<file path="src/rtl/core/lps_pkg.sv">
// Shared types, widths and codes for the line pixel stepper.
`timescale 1ns / 1ps

package lps_pkg;

  localparam int FRAC_BITS_DEF = 4;
  localparam int OFFSET_BITS   = 24;

  localparam int COORD_W    = 16;
  localparam int DELTA_W    = COORD_W + 1;
  localparam int MAG_W      = 16;
  localparam int STEP_W     = 13;
  localparam int DIM_W      = 12;
  localparam int STRIDE_W   = 16;
  localparam int PBITS_W    = 6;
  localparam int BPP_W      = PBITS_W - 3;
  localparam int COLOR_W    = 32;
  localparam int OFF_W      = 24;
  localparam int CFG_DATA_W = 16;
  localparam int CFG_IDX_W  = 2;

  localparam int PROD_W = 2 * MAG_W;
  localparam int RAD_W  = 34;
  localparam int ROOT_W = RAD_W / 2;
  localparam int QUO_W  = MAG_W;
  localparam int REM_W  = 20;
  localparam int CNT_W  = $clog2(ROOT_W + 1);
  localparam int V_W    = 19;
  localparam int SUM_W  = 32;

  localparam logic [STEP_W-1:0]   STEP_MAX   = '1;
  localparam logic [DIM_W-1:0]    WIDTH_RST  = 12'd640;
  localparam logic [DIM_W-1:0]    HEIGHT_RST = 12'd480;
  localparam logic [STRIDE_W-1:0] STRIDE_RST = 16'd2560;
  localparam logic [PBITS_W-1:0]  PBITS_RST  = 6'd32;

  typedef enum logic {
    ACT_LOAD = 1'b0,
    ACT_STEP = 1'b1
  } action_t;

  typedef enum logic [CFG_IDX_W-1:0] {
    CFG_FRAME_WIDTH  = 2'd0,
    CFG_FRAME_HEIGHT = 2'd1,
    CFG_ROW_STRIDE   = 2'd2,
    CFG_PIXEL_BITS   = 2'd3
  } cfg_idx_t;

  typedef enum logic {
    ITER_SQRT = 1'b0,
    ITER_DIV  = 1'b1
  } iter_mode_t;

  typedef struct packed {
    action_t                    action;
    logic signed [COORD_W-1:0]  x_start;
    logic signed [COORD_W-1:0]  y_start;
    logic signed [COORD_W-1:0]  x_end;
    logic signed [COORD_W-1:0]  y_end;
    logic [COLOR_W-1:0]         draw_color;
  } in_t;

  typedef struct packed {
    logic [OFF_W-1:0]   pixel_offset;
    logic [COLOR_W-1:0] pixel_color;
    logic               pixel_in_bounds;
    logic               line_done;
  } out_t;

  typedef struct packed {
    logic load_line;
    logic sqr_mul;
    logic sqrt_start;
    logic set_total;
    logic step_mul;
    logic div_start;
    logic pix_calc;
    logic off_mul;
    logic out_load;
  } cmd_t;

  typedef struct packed {
    logic iter_done;
    logic step_avail;
  } stat_t;

endpackage

</file>
<file path="src/rtl/core/line_pixel_stepper_core.sv">
// Top level of the line pixel stepper: sequencer plus datapath.
// Load: the next beat waits until the 17-step root unit has produced the line length.
// Step: two 16-step divide lanes run in parallel, then the pixel reaches the output register,
// held back while a stalled output beat is still there; the next beat is taken once it is
// loaded. Synchronous active-low reset restores 640 x 480, stride 2560, 32 bits per pixel,
// and clears the step count and index.
`timescale 1ns / 1ps

module line_pixel_stepper_core #(
  parameter int FRAC_BITS = lps_pkg::FRAC_BITS_DEF
) (
  input  logic                              clk,
  input  logic                              rst_n,
  input  logic                              cfg_we,
  input  logic [lps_pkg::CFG_IDX_W-1:0]     cfg_index,
  input  logic [lps_pkg::CFG_DATA_W-1:0]    cfg_wdata,
  input  logic                              in_valid,
  output logic                              in_stall,
  input  lps_pkg::in_t                      in_data,
  output logic                              out_valid,
  input  logic                              out_stall,
  output lps_pkg::out_t                     out_data
);
  import lps_pkg::*;

  cmd_t  cmd;
  stat_t stat;

  lps_ctrl u_ctrl (
    .clk       (clk),
    .rst_n     (rst_n),
    .in_valid  (in_valid),
    .in_action (in_data.action),
    .in_stall  (in_stall),
    .out_valid (out_valid),
    .out_stall (out_stall),
    .stat      (stat),
    .cmd       (cmd)
  );

  lps_datapath #(
    .FRAC_BITS (FRAC_BITS)
  ) u_datapath (
    .clk       (clk),
    .rst_n     (rst_n),
    .cfg_we    (cfg_we),
    .cfg_index (cfg_index),
    .cfg_wdata (cfg_wdata),
    .in_data   (in_data),
    .cmd       (cmd),
    .stat      (stat),
    .out_data  (out_data)
  );

  a_cmd_onehot: assert property (@(posedge clk) disable iff (!rst_n)
    $onehot0(cmd))
    else $error("more than one datapath command in a cycle");

  a_no_overwrite: assert property (@(posedge clk) disable iff (!rst_n)
    cmd.out_load |-> !(out_valid && out_stall))
    else $error("output register loaded while a stalled beat is held");

  a_empty_step: assert property (@(posedge clk) disable iff (!rst_n)
    (in_valid && !in_stall && (in_data.action == ACT_STEP) && !stat.step_avail)
      |=> !in_stall)
    else $error("step with no pixels left did not return to idle");

  a_done_busy: assert property (@(posedge clk) disable iff (!rst_n)
    stat.iter_done |-> in_stall)
    else $error("root or divide result arrived while the sequencer was idle");

endmodule

</file>
<file path="src/rtl/core/lps_iter.sv">
// Shift-subtract unit: integer square root or division, one result bit per cycle.
`timescale 1ns / 1ps

module lps_iter (
  input  logic                           clk,
  input  logic                           rst_n,
  input  logic                           start,
  input  lps_pkg::iter_mode_t            mode,
  input  logic [lps_pkg::RAD_W-1:0]      operand,
  input  logic [lps_pkg::STEP_W-1:0]     divisor,
  output logic                           done,
  output logic [lps_pkg::ROOT_W-1:0]     result
);
  import lps_pkg::*;

  logic               busy_r, busy_nxt;
  logic               done_r, done_nxt;
  logic [CNT_W-1:0]   cnt_r, cnt_nxt;
  iter_mode_t         mode_r, mode_nxt;
  logic [RAD_W-1:0]   opnd_r, opnd_nxt;
  logic [REM_W-1:0]   rem_r, rem_nxt;
  logic [ROOT_W-1:0]  res_r, res_nxt;
  logic [REM_W-1:0]   shifted;
  logic [REM_W-1:0]   trial;
  logic               fits;

  // Square root brings in two radicand bits per step, division one dividend bit.
  always_comb begin
    if (mode_r == ITER_SQRT) begin
      shifted = {rem_r[REM_W-3:0], opnd_r[RAD_W-1 -: 2]};
      trial   = REM_W'({res_r, 2'b01});
    end else begin
      shifted = {rem_r[REM_W-2:0], opnd_r[RAD_W-1]};
      trial   = REM_W'(divisor);
    end
    fits = (shifted >= trial);
  end

  always_comb begin
    busy_nxt = busy_r;
    done_nxt = 1'b0;
    cnt_nxt  = cnt_r;
    mode_nxt = mode_r;
    opnd_nxt = opnd_r;
    rem_nxt  = rem_r;
    res_nxt  = res_r;
    if (start) begin
      busy_nxt = 1'b1;
      mode_nxt = mode;
      res_nxt  = '0;
      if (mode == ITER_SQRT) begin
        cnt_nxt  = CNT_W'(ROOT_W);
        opnd_nxt = operand;
        rem_nxt  = '0;
      end else begin
        // The quotient is known to fit in QUO_W bits, so the upper dividend
        // bits already form a partial remainder below the divisor.
        cnt_nxt  = CNT_W'(QUO_W);
        opnd_nxt = {operand[QUO_W-1:0], {(RAD_W-QUO_W){1'b0}}};
        rem_nxt  = REM_W'(operand[RAD_W-1:QUO_W]);
      end
    end else if (busy_r) begin
      cnt_nxt  = cnt_r - CNT_W'(1);
      rem_nxt  = fits ? (shifted - trial) : shifted;
      res_nxt  = {res_r[ROOT_W-2:0], fits};
      opnd_nxt = (mode_r == ITER_SQRT) ? (opnd_r << 2) : (opnd_r << 1);
      if (cnt_r == CNT_W'(1)) begin
        busy_nxt = 1'b0;
        done_nxt = 1'b1;
      end
    end
  end

  always_ff @(posedge clk) begin
    if (!rst_n) begin
      busy_r <= 1'b0;
      done_r <= 1'b0;
      cnt_r  <= '0;
      mode_r <= ITER_SQRT;
    end else begin
      busy_r <= busy_nxt;
      done_r <= done_nxt;
      cnt_r  <= cnt_nxt;
      mode_r <= mode_nxt;
    end
  end

  always_ff @(posedge clk) begin
    opnd_r <= opnd_nxt;
    rem_r  <= rem_nxt;
    res_r  <= res_nxt;
  end

  assign done   = done_r;
  assign result = res_r;

endmodule

</file>
<file path="src/rtl/core/lps_ctrl.sv">
// Sequencer that steps the datapath through a line load or one pixel step.
`timescale 1ns / 1ps

module lps_ctrl (
  input  logic             clk,
  input  logic             rst_n,
  input  logic             in_valid,
  input  lps_pkg::action_t in_action,
  output logic             in_stall,
  output logic             out_valid,
  input  logic             out_stall,
  input  lps_pkg::stat_t   stat,
  output lps_pkg::cmd_t    cmd
);
  import lps_pkg::*;

  typedef enum logic [8:0] {
    S_IDLE    = 9'b000000001,
    S_LD_SQR  = 9'b000000010,
    S_LD_ROOT = 9'b000000100,
    S_LD_WAIT = 9'b000001000,
    S_ST_MUL  = 9'b000010000,
    S_ST_DIV  = 9'b000100000,
    S_ST_WAIT = 9'b001000000,
    S_ST_OFF  = 9'b010000000,
    S_ST_OUT  = 9'b100000000
  } state_t;

  state_t state_r, state_nxt;
  logic   out_valid_r, out_valid_nxt;
  logic   in_acc;

  assign in_stall  = !rst_n || (state_r != S_IDLE);
  assign in_acc    = in_valid && !in_stall;
  assign out_valid = out_valid_r;

  always_comb begin
    state_nxt     = state_r;
    cmd           = '0;
    out_valid_nxt = out_valid_r && out_stall;
    case (state_r)
      S_IDLE: begin
        if (in_acc) begin
          if (in_action == ACT_LOAD) begin
            cmd.load_line = 1'b1;
            state_nxt     = S_LD_SQR;
          end else if (stat.step_avail) begin
            state_nxt = S_ST_MUL;
          end
        end
      end
      S_LD_SQR: begin
        cmd.sqr_mul = 1'b1;
        state_nxt   = S_LD_ROOT;
      end
      S_LD_ROOT: begin
        cmd.sqrt_start = 1'b1;
        state_nxt      = S_LD_WAIT;
      end
      S_LD_WAIT: begin
        if (stat.iter_done) begin
          cmd.set_total = 1'b1;
          state_nxt     = S_IDLE;
        end
      end
      S_ST_MUL: begin
        cmd.step_mul = 1'b1;
        state_nxt    = S_ST_DIV;
      end
      S_ST_DIV: begin
        cmd.div_start = 1'b1;
        state_nxt     = S_ST_WAIT;
      end
      S_ST_WAIT: begin
        if (stat.iter_done) begin
          cmd.pix_calc = 1'b1;
          state_nxt    = S_ST_OFF;
        end
      end
      S_ST_OFF: begin
        cmd.off_mul = 1'b1;
        state_nxt   = S_ST_OUT;
      end
      S_ST_OUT: begin
        // The output register may be refilled in the cycle its beat leaves.
        if (!out_valid_r || !out_stall) begin
          cmd.out_load  = 1'b1;
          out_valid_nxt = 1'b1;
          state_nxt     = S_IDLE;
        end
      end
      default: begin
        state_nxt = S_IDLE;
      end
    endcase
  end

  always_ff @(posedge clk) begin
    if (!rst_n) begin
      state_r     <= S_IDLE;
      out_valid_r <= 1'b0;
    end else begin
      state_r     <= state_nxt;
      out_valid_r <= out_valid_nxt;
    end
  end

endmodule

</file>
<file path="src/rtl/core/lps_datapath.sv">
// Line state, multipliers, root/divide lanes and the pixel offset path.
`timescale 1ns / 1ps

module lps_datapath #(
  parameter int FRAC_BITS = lps_pkg::FRAC_BITS_DEF
) (
  input  logic                              clk,
  input  logic                              rst_n,
  input  logic                              cfg_we,
  input  logic [lps_pkg::CFG_IDX_W-1:0]     cfg_index,
  input  logic [lps_pkg::CFG_DATA_W-1:0]    cfg_wdata,
  input  lps_pkg::in_t                      in_data,
  input  lps_pkg::cmd_t                     cmd,
  output lps_pkg::stat_t                    stat,
  output lps_pkg::out_t                     out_data
);
  import lps_pkg::*;

  localparam int PIX_W = V_W - FRAC_BITS;
  localparam int HALF  = (1 << FRAC_BITS) >> 1;
  localparam int FMASK = (1 << FRAC_BITS) - 1;
  localparam int CMP_W = 32;
  localparam logic [SUM_W-1:0] OFF_MASK = SUM_W'((64'd1 << OFFSET_BITS) - 64'd1);

  // Origin plus the signed step fraction, rounded by one half and truncated
  // toward zero to whole pixels.
  function automatic logic signed [PIX_W-1:0] to_pixel(
    input logic signed [COORD_W-1:0] org,
    input logic                      neg,
    input logic [QUO_W-1:0]          quo
  );
    logic signed [V_W-1:0] part;
    logic signed [V_W-1:0] v;
    logic signed [V_W-1:0] adj;
    part = V_W'({1'b0, quo});
    if (neg) begin
      part = -part;
    end
    v   = V_W'(org) + part + V_W'(HALF);
    adj = v + (v[V_W-1] ? V_W'(FMASK) : '0);
    return PIX_W'(adj >>> FRAC_BITS);
  endfunction

  logic [DIM_W-1:0]            width_r, height_r;
  logic [STRIDE_W-1:0]         stride_r;
  logic [PBITS_W-1:0]          pbits_r;

  logic signed [COORD_W-1:0]   origin_x_r, origin_y_r;
  logic                        neg_x_r, neg_y_r;
  logic [MAG_W-1:0]            mag_x_r, mag_y_r;
  logic [STEP_W-1:0]           total_r, index_r;
  logic [COLOR_W-1:0]          color_r;
  logic [PROD_W-1:0]           prod_x_r, prod_y_r;
  logic signed [PIX_W-1:0]     px_r, py_r;
  logic                        inb_r;
  logic [DIM_W+STRIDE_W-1:0]   row_prod_r;
  logic [DIM_W+BPP_W-1:0]      col_prod_r;
  out_t                        out_data_r;

  logic signed [DELTA_W-1:0]   dx, dy;
  logic [MAG_W-1:0]            mul_b_x, mul_b_y;
  logic [PROD_W-1:0]           mul_x, mul_y;
  logic                        iter_start_x;
  iter_mode_t                  mode_x;
  logic [RAD_W-1:0]            opnd_x, opnd_y;
  logic                        done_x, done_y;
  logic [ROOT_W-1:0]           res_x, res_y;
  logic [ROOT_W-1:0]           len;
  logic [STEP_W-1:0]           total_nxt;
  logic                        inb_x, inb_y;
  logic [DIM_W-1:0]            px_u, py_u;
  logic [SUM_W-1:0]            off_sum;
  logic [STEP_W-1:0]           index_nxt;

  // Configuration registers.
  always_ff @(posedge clk) begin
    if (!rst_n) begin
      width_r  <= WIDTH_RST;
      height_r <= HEIGHT_RST;
      stride_r <= STRIDE_RST;
      pbits_r  <= PBITS_RST;
    end else if (cfg_we) begin
      case (cfg_idx_t'(cfg_index))
        CFG_FRAME_WIDTH:  width_r  <= cfg_wdata[DIM_W-1:0];
        CFG_FRAME_HEIGHT: height_r <= cfg_wdata[DIM_W-1:0];
        CFG_ROW_STRIDE:   stride_r <= cfg_wdata[STRIDE_W-1:0];
        CFG_PIXEL_BITS:   pbits_r  <= cfg_wdata[PBITS_W-1:0];
        default: begin
        end
      endcase
    end
  end

  assign dx = DELTA_W'(in_data.x_end) - DELTA_W'(in_data.x_start);
  assign dy = DELTA_W'(in_data.y_end) - DELTA_W'(in_data.y_start);

  // One multiplier per axis: squares on a load, magnitude times index on a step.
  assign mul_b_x = cmd.sqr_mul ? mag_x_r : MAG_W'(index_r);
  assign mul_b_y = cmd.sqr_mul ? mag_y_r : MAG_W'(index_r);
  assign mul_x   = mag_x_r * mul_b_x;
  assign mul_y   = mag_y_r * mul_b_y;

  assign iter_start_x = cmd.sqrt_start || cmd.div_start;
  assign mode_x       = cmd.sqrt_start ? ITER_SQRT : ITER_DIV;
  assign opnd_x       = cmd.sqrt_start ? (RAD_W'(prod_x_r) + RAD_W'(prod_y_r))
                                       : RAD_W'(prod_x_r);
  assign opnd_y       = RAD_W'(prod_y_r);

  lps_iter u_iter_x (
    .clk     (clk),
    .rst_n   (rst_n),
    .start   (iter_start_x),
    .mode    (mode_x),
    .operand (opnd_x),
    .divisor (total_r),
    .done    (done_x),
    .result  (res_x)
  );

  lps_iter u_iter_y (
    .clk     (clk),
    .rst_n   (rst_n),
    .start   (cmd.div_start),
    .mode    (ITER_DIV),
    .operand (opnd_y),
    .divisor (total_r),
    .done    (done_y),
    .result  (res_y)
  );

  assign len       = res_x >> FRAC_BITS;
  assign total_nxt = (len > ROOT_W'(STEP_MAX)) ? STEP_MAX : len[STEP_W-1:0];
  assign index_nxt = index_r + STEP_W'(1);

  assign inb_x = !px_r[PIX_W-1] && (CMP_W'($unsigned(px_r)) < CMP_W'(width_r));
  assign inb_y = !py_r[PIX_W-1] && (CMP_W'($unsigned(py_r)) < CMP_W'(height_r));
  assign px_u  = DIM_W'($unsigned(px_r));
  assign py_u  = DIM_W'($unsigned(py_r));

  assign off_sum = (SUM_W'(row_prod_r) + SUM_W'(col_prod_r)) & OFF_MASK;

  always_ff @(posedge clk) begin
    if (!rst_n) begin
      total_r <= '0;
      index_r <= '0;
    end else if (cmd.set_total) begin
      total_r <= total_nxt;
      index_r <= '0;
    end else if (cmd.out_load) begin
      index_r <= index_nxt;
    end
  end

  always_ff @(posedge clk) begin
    if (cmd.load_line) begin
      origin_x_r <= in_data.x_start;
      origin_y_r <= in_data.y_start;
      neg_x_r    <= dx[DELTA_W-1];
      neg_y_r    <= dy[DELTA_W-1];
      mag_x_r    <= dx[DELTA_W-1] ? MAG_W'(-dx) : MAG_W'(dx);
      mag_y_r    <= dy[DELTA_W-1] ? MAG_W'(-dy) : MAG_W'(dy);
      color_r    <= in_data.draw_color;
    end
    if (cmd.sqr_mul || cmd.step_mul) begin
      prod_x_r <= mul_x;
      prod_y_r <= mul_y;
    end
    if (cmd.pix_calc) begin
      px_r <= to_pixel(origin_x_r, neg_x_r, res_x[QUO_W-1:0]);
      py_r <= to_pixel(origin_y_r, neg_y_r, res_y[QUO_W-1:0]);
    end
    if (cmd.off_mul) begin
      inb_r      <= inb_x && inb_y;
      row_prod_r <= py_u * stride_r;
      col_prod_r <= px_u * pbits_r[PBITS_W-1:3];
    end
    if (cmd.out_load) begin
      out_data_r.pixel_offset    <= inb_r ? off_sum[OFF_W-1:0] : '0;
      out_data_r.pixel_color     <= color_r;
      out_data_r.pixel_in_bounds <= inb_r;
      out_data_r.line_done       <= (index_nxt == total_r);
    end
  end

  // Lane y only runs alongside lane x with the same count, so either flag
  // marks completion.
  assign stat.iter_done  = done_x || done_y;
  assign stat.step_avail = (index_r < total_r);
  assign out_data        = out_data_r;

endmodule
</file>
<file path="config.mk">
export PLATFORM = sky130hd
export DESIGN_NAME = line_pixel_stepper_core
export DESIGN_NICKNAME = d
export VERILOG_FILES = /design/src/rtl/core/lps_pkg.sv /design/src/rtl/core/line_pixel_stepper_core.sv /design/src/rtl/core/lps_iter.sv /design/src/rtl/core/lps_ctrl.sv /design/src/rtl/core/lps_datapath.sv
export SDC_FILE = /design/constraint.sdc
export NUM_CORES = 2
export LEC_CHECK = 0
export BUFFER_PORTS_ARGS = -buffer_cell sky130_fd_sc_hd__buf_4
export CAP_MARGIN = 15
export CORE_MARGIN = 4
export CORE_UTILIZATION = 45
export CTS_CLUSTER_SIZE = 28
export DETAILED_ROUTE_END_ITERATION = 8
export PLACE_DENSITY = 0.64
export SLEW_MARGIN = 25
export SYNTH_ARGS = -nofsm -noshare
export SYNTH_HDL_FRONTEND = slang
export SYNTH_HIERARCHICAL = 1
export SYNTH_SLANG_ARGS = --single-unit
</file>
<file path="constraint.sdc">
create_clock -name clk -period 10.3 [get_ports clk]
set_input_delay 2.575 -clock clk [delete_from_list [all_inputs] [get_ports clk]]
set_output_delay 2.575 -clock clk [all_outputs]
set_load 0.01 [all_outputs]
</file>
Word-level counts from Yosys, hierarchy flattened
Index checks and enable logic that the tools add are counted.
{ "totals": {"word_cells": 190, "latch_bits": 0, "register_bits": 528, "n_memories": 0, "romBits": 0, "input_bits": 120, "out_inout_bits": 60, "mem_bits_rw": 0} }
{ "classes": {"n_mul": 4, "shifts": 0, "n_div": 0, "reduce_logical": 28, "order_cmp": 6, "add_sub_neg": 19, "mux": 66, "n_eq_ne": 21, "n_bitwise": 3} }
{ "ops": {"columns": ["op", "n"], "rows": [
  ["34-bit two-way mux", 8],
  ["19-bit two-way mux", 10],
  ["16-bit two-way mux", 6],
  ["9-bit one-hot mux with 9 select lines", 1],
  ["16-bit by 16-bit multiplier with 32-bit output", 2],
  ["9-bit two-way mux", 6],
  ["20-bit by 19-bit greater-or-equal comparator with 1-bit output", 2],
  ["20-bit two-way mux", 2],
  ["16-bit by 19-bit adder with 19-bit output", 2],
  ["19-bit adder", 2],
  ["19-bit by 5-bit adder with 19-bit output (second input constant)", 2],
  ["16-bit negator with 19-bit output", 2],
  ["19-bit subtractor", 2],
  ["16-bit by 16-bit subtractor with 17-bit output", 2],
  ["32-bit by 32-bit adder with 33-bit output", 1],
  ["16-bit negator", 2],
  ["15-bit by 12-bit < comparator with 1-bit output", 2],
  ["1-bit two-way mux", 25],
  ["24-bit by 15-bit adder with 24-bit output", 1],
  ["12-bit by 16-bit multiplier with 24-bit output", 1],
  ["5-bit two-way mux", 4],
  ["18-bit two-way mux", 1],
  ["12-bit by 3-bit multiplier with 15-bit output", 1],
  ["13-bit by 1-bit adder with 13-bit output (second input constant)", 1],
  ["32 further kinds", 59]
]} }

Logic depth before layout (Yosys ltp)
{ "depth": {"ltp_word": 8, "depth_mapped": 31, "depth_no_buf": 28} }

Cells and area by module
The synthesis kept the hierarchy.
{ "by_module_without_submodules": {"columns": ["module", "instances", "seq_area_each_um2", "cells_each", "area_per_inst_um2"], "rows": [
  ["lps_datapath", 1, 10089.7, 4697, 44580.3],
  ["lps_iter (u_datapath.u_iter_y)", 1, 2092.0, 550, 5363.9],
  ["lps_iter (u_datapath.u_iter_x)", 1, 2092.0, 514, 5109.9],
  ["lps_ctrl", 1, 200.2, 69, 610.6]
]} }

Worst setup path before layout
OpenSTA, ideal clock, no wires.
{ "synth_path": {"path_kind": "input to register", "from": "input rst_n", "to": "register u_datapath.color_r[0] (enable)", "setup_slack_ns": -0.122, "required_time_ns": 9.606, "n_path_buf": 0, "cell_stages": 2, "arrival_time_ns": 9.728, "setup_ns": 0.694, "cell_sequence": "nand2_4 nor3b_1"} }
{ "synth_lines": {"columns": ["element", "line", "source"], "rows": [
  ["start, declared", "line_pixel_stepper_core.sv:13", "input logic rst_n,"],
  ["end signal, assigned", "lps_datapath.sv:162", "color_r <= in_data.draw_color;"],
  ["end, declared", "lps_datapath.sv:52", "logic [COLOR_W-1:0] color_r;"]
]} }

==> results.yml <==
logic_synthesis:
  syn_inst: 5830
  ys.warnings.count: 6
  synth_enable_flop_cells: 396
  yosys_register_bits: 525
  avgSynthCellArea_um2: 9.55
  yosys_most_used_dff: "edfxtp_1"
  yosys.area.top_type: "edfxtp_1"
  syn-cell-area_mm2: 0.0557
  synth_cell_types: 116
  synth.area.top_cells: "edfxtp_1 21%, fa_1 19%, ha_1 11%"
  seq_area_frac_synth: 0.260
  async_reset_ff_frac: 0
  synth.top_cell.area_share: 0.214
timing:
  tightest_slew_ns: 1.34
  max_slew_margin: 0.105
  slew_viol_final: 0
  setup_viol_count_final: 0
  hold_viol: 0
  rsz0062_at_grt: "false"
  max_freq_ghz: 0.114
  fin_crit_sh: 0.853
  fin_setup_tns_ns: 0
  period_needed_ns: 8.78
  finClkSkew_ns: 0.0325
detailed_routing:
  vias_per_cell: 5.51
  wl_per_cell_um: 19.3
  drc: 0
  vias: 41900
  postRouteAntennaNets: 0
  drtPass1Iterations: 6
  drtIter0Drc: 2939
  drt-total-wl_um: 147000
clock_tree:
  ctsLongestPathBuffers: 3
  path_clk_slew_ns: 0.06
  cts_buffers: 59
  cts-root-buf: "clkbuf_16"
  clkSinkCount: 525
  hold_buffers: 0
  worst_skew_pair.late_latency_ns: 0.66
  cts_setup_buffers: 0
  cts_tree: "yes"
  cts_max_level: 2
  cts-resized-gates: 0
finish:
  nets: 7097
  fill_cells: 11400
  utilization: 0.497
  drive_above_1_share: 0.0830
  syn_to_final_growth_pct: 9.17
global_route:
  antenna_found_initial: 5
  grt_pass1_vias: 41900
  grt_start_max_net_pins: 119
  grt-ovfl-total: 0
  track_usage: 0.223
  grt_pass1_wl_um: 233000
critical_path:
  worstPathArrival_ns: 9.18
  max_stage_delay_ns: 0.82
  critPathKind: "register to register"
  worstPathRequired_ns: 10.70
  crit_slowest_cell: "a2111oi_0"
  cpLargestDelayFamily: "adder cells"
  critPathMostFrequentCell: "fa_1"
  timing.critical_path.from_type: "register"
  crit_buf_inv: 6
  end_kind: "register"
  crit_fanout: 118
place:
  numPortBuffers: 179
  gp_congestion: 0.914
  dpl.hpwl_um: 115000
floorplan:
  core-area_mm2: 0.122
  die_h_um: 360
  start_util: 0.455
  fp.dieW_um: 360
  dieArea_mm2: 0.129
  rows: 128
  ios: 180
outcome:
  status: "finished clean"
pwr:
  p_leak_nw: 26.9
  ir_drop_mv: 0.142
  powerDensity_mw_per_mm2: 101
flow_run:
  drv_cap: 0
worst_hold_path:
  hold_class: "register to register"
==> Yosys cell counts (8+ instances only) <==
| cell | number |
|---|---|
| o31a_1 | 11 |
| o31ai_1 | 24 |
| nor2b_1 | 164 |
| mux2i_1 | 166 |
| xor2_1 | 103 |
| or2_2 | 16 |
| nand3_1 | 65 |
| inv_1 | 794 |
| o21ai_1 | 11 |
| nand3b_1 | 9 |
| a31o_2 | 8 |
| ha_1 | 508 |
| a21o_1 | 89 |
| nor3b_1 | 12 |
| nor4_1 | 16 |
| nand2b_1 | 72 |
| a211o_1 | 14 |
| nor2_1 | 244 |
| nand2_1 | 704 |
| xnor2_1 | 201 |
| o21bai_1 | 15 |
| nor3_1 | 76 |
| a31oi_1 | 32 |
| o41ai_1 | 10 |
| a21boi_0 | 46 |
| fa_1 | 542 |
| nand4_1 | 27 |
| a211oi_1 | 78 |
| and2_1 | 192 |
| a21oi_1 | 206 |
| or3_1 | 26 |
| dfxtp_1 | 129 |
| and3_1 | 111 |
| edfxtp_1 | 396 |
| clkbuf_1 | 194 |
| buf_1 | 10 |
| o21ai_0 | 181 |
| o21a_1 | 51 |
| mux2_2 | 58 |
| o211ai_1 | 30 |
==> logic make-up after synthesis <==
family,synth area share
and+or+nand+nor,0.159
adders and majority gates,0.309
buffers and inverters,0.0701
AOI/OAI and AO/OA,0.111
DFF,0.260
xor gates and xnor gates,0.0486
muxes,0.0419
other,0.000135
==> power breakdown <==
group | internal (mW) | leakage (nW) | switching, mW | total (mW)
clock network | 1.25 | 0.978 | 0.925 | 2.17
registers | 2.36 | 4.60 | 0.0549 | 2.42
logic | 0.620 | 21.3 | 0.917 | 1.54
==> stage by stage <==
step / setup slack (ns) / hold slack [ns] / std cells / instance area, µm² / power, mW
global placement: 1.72 / 0.401 / 7490 / 58700 / 3.95
CTS: 1.56 / 0.418 / 7602 / 60700 / 6.17
finish: 1.52 / 0.417 / 7607 / 60800 / 6.12
floorplan: 2.28 / 0.400 / 5835 / 55700 / 3.57
detailed placement: 1.59 / 0.405 / 7490 / 58700 / 3.98
global route: 0.985 / 0.422 / 7604 / 60800 / 6.44
==> metal layers <==
layer	global-route usage	wire [µm]	up-vias
met5	0	10	-
met2	0.381	70800	1139
li1	-	-	19800
met4	0.0611	3950	2
met3	0.0223	8030	212
met1	0.304	64300	20700
==> worst paths after layout <==
path,cells after the start,endpoint,from,slack (ns)
worst max-delay path,28,u_datapath/prod_x_r[30],u_ctrl/state_r[4],1.52
worst min-delay path,0,u_datapath/out_data[20],u_datapath/color_r[18],0.42
worst max register to register,28,u_datapath/prod_x_r[30],u_ctrl/state_r[4],1.52
worst min register to register,0,u_datapath/out_data[20],u_datapath/color_r[18],0.42
==> cells in the final DEF, fill, tap and decap left out, types with 16 or more instances in the layout <==
| cell type | synthesis | routed |
|---|---|---|
| clkbuf_16 | 0 | 62 |
| dfxtp_1 | 129 | 127 |
| fa_1 | 542 | 542 |
| or3_1 | 26 | 26 |
| nand3_1 | 65 | 65 |
| or2_2 | 16 | 16 |
| inv_1 | 794 | 794 |
| xor2_1 | 103 | 103 |
| nand2_1 | 704 | 702 |
| mux2_2 | 58 | 58 |
| ha_1 | 508 | 508 |
| o31ai_1 | 24 | 24 |
| and3_1 | 111 | 109 |
| a21o_1 | 89 | 89 |
| buf_4 | 4 | 249 |
| a211oi_1 | 78 | 78 |
| nor2_1 | 244 | 244 |
| edfxtp_1 | 396 | 396 |
| a21boi_0 | 46 | 46 |
| a21oi_1 | 206 | 205 |
| nor2b_1 | 164 | 164 |
| nor3_1 | 76 | 74 |
| o211ai_1 | 30 | 30 |
| mux2i_1 | 166 | 166 |
| o21a_1 | 51 | 51 |
| xnor2_1 | 201 | 201 |
| nand2b_1 | 72 | 72 |
| nand4_1 | 27 | 27 |
| a31oi_1 | 32 | 32 |
| o21ai_0 | 181 | 181 |
| and2_1 | 192 | 192 |
==> state kept, by name (all words and copies together), names as in the netlist, 12 cells and up <==
| signal | count |
|---|---|
| u_datapath/u_iter_y/rem_r | 19 |
| u_datapath/width_r | 12 |
| u_datapath/color_r | 32 |
| u_datapath/total_r | 13 |
| u_datapath/px_r | 15 |
| u_datapath/u_iter_y/opnd_r | 34 |
| u_datapath/prod_y_r | 32 |
| u_datapath/row_prod_r | 24 |
| u_datapath/prod_x_r | 32 |
| u_datapath/origin_x_r | 16 |
| u_datapath/origin_y_r | 16 |
| u_datapath/u_iter_x/rem_r | 19 |
| u_datapath/mag_y_r | 16 |
| u_datapath/u_iter_x/result | 17 |
| u_datapath/py_r | 15 |
| u_datapath/height_r | 12 |
| u_datapath/mag_x_r | 16 |
| u_datapath/col_prod_r | 15 |
| u_datapath/out_data | 58 |
| u_datapath/u_iter_y/result | 17 |
| u_datapath/stride_r | 16 |
| u_datapath/u_iter_x/opnd_r | 34 |
| u_datapath/index_r | 13 |
==> final cells by class <==
class,instances,area [µm²],area share
repair buffers,251,1900,0.0313
diodes,4,10.0,0.000165
clock buffers,72,1610,0.0265
well taps,1625,2030,0.0335
clock inverters,40,385,0.00634
inverters,796,2990,0.0492
multi-input cells,4294,37400,0.615
flip-flops and latches,525,14500,0.238
Power figures use the tool's default switching activity.
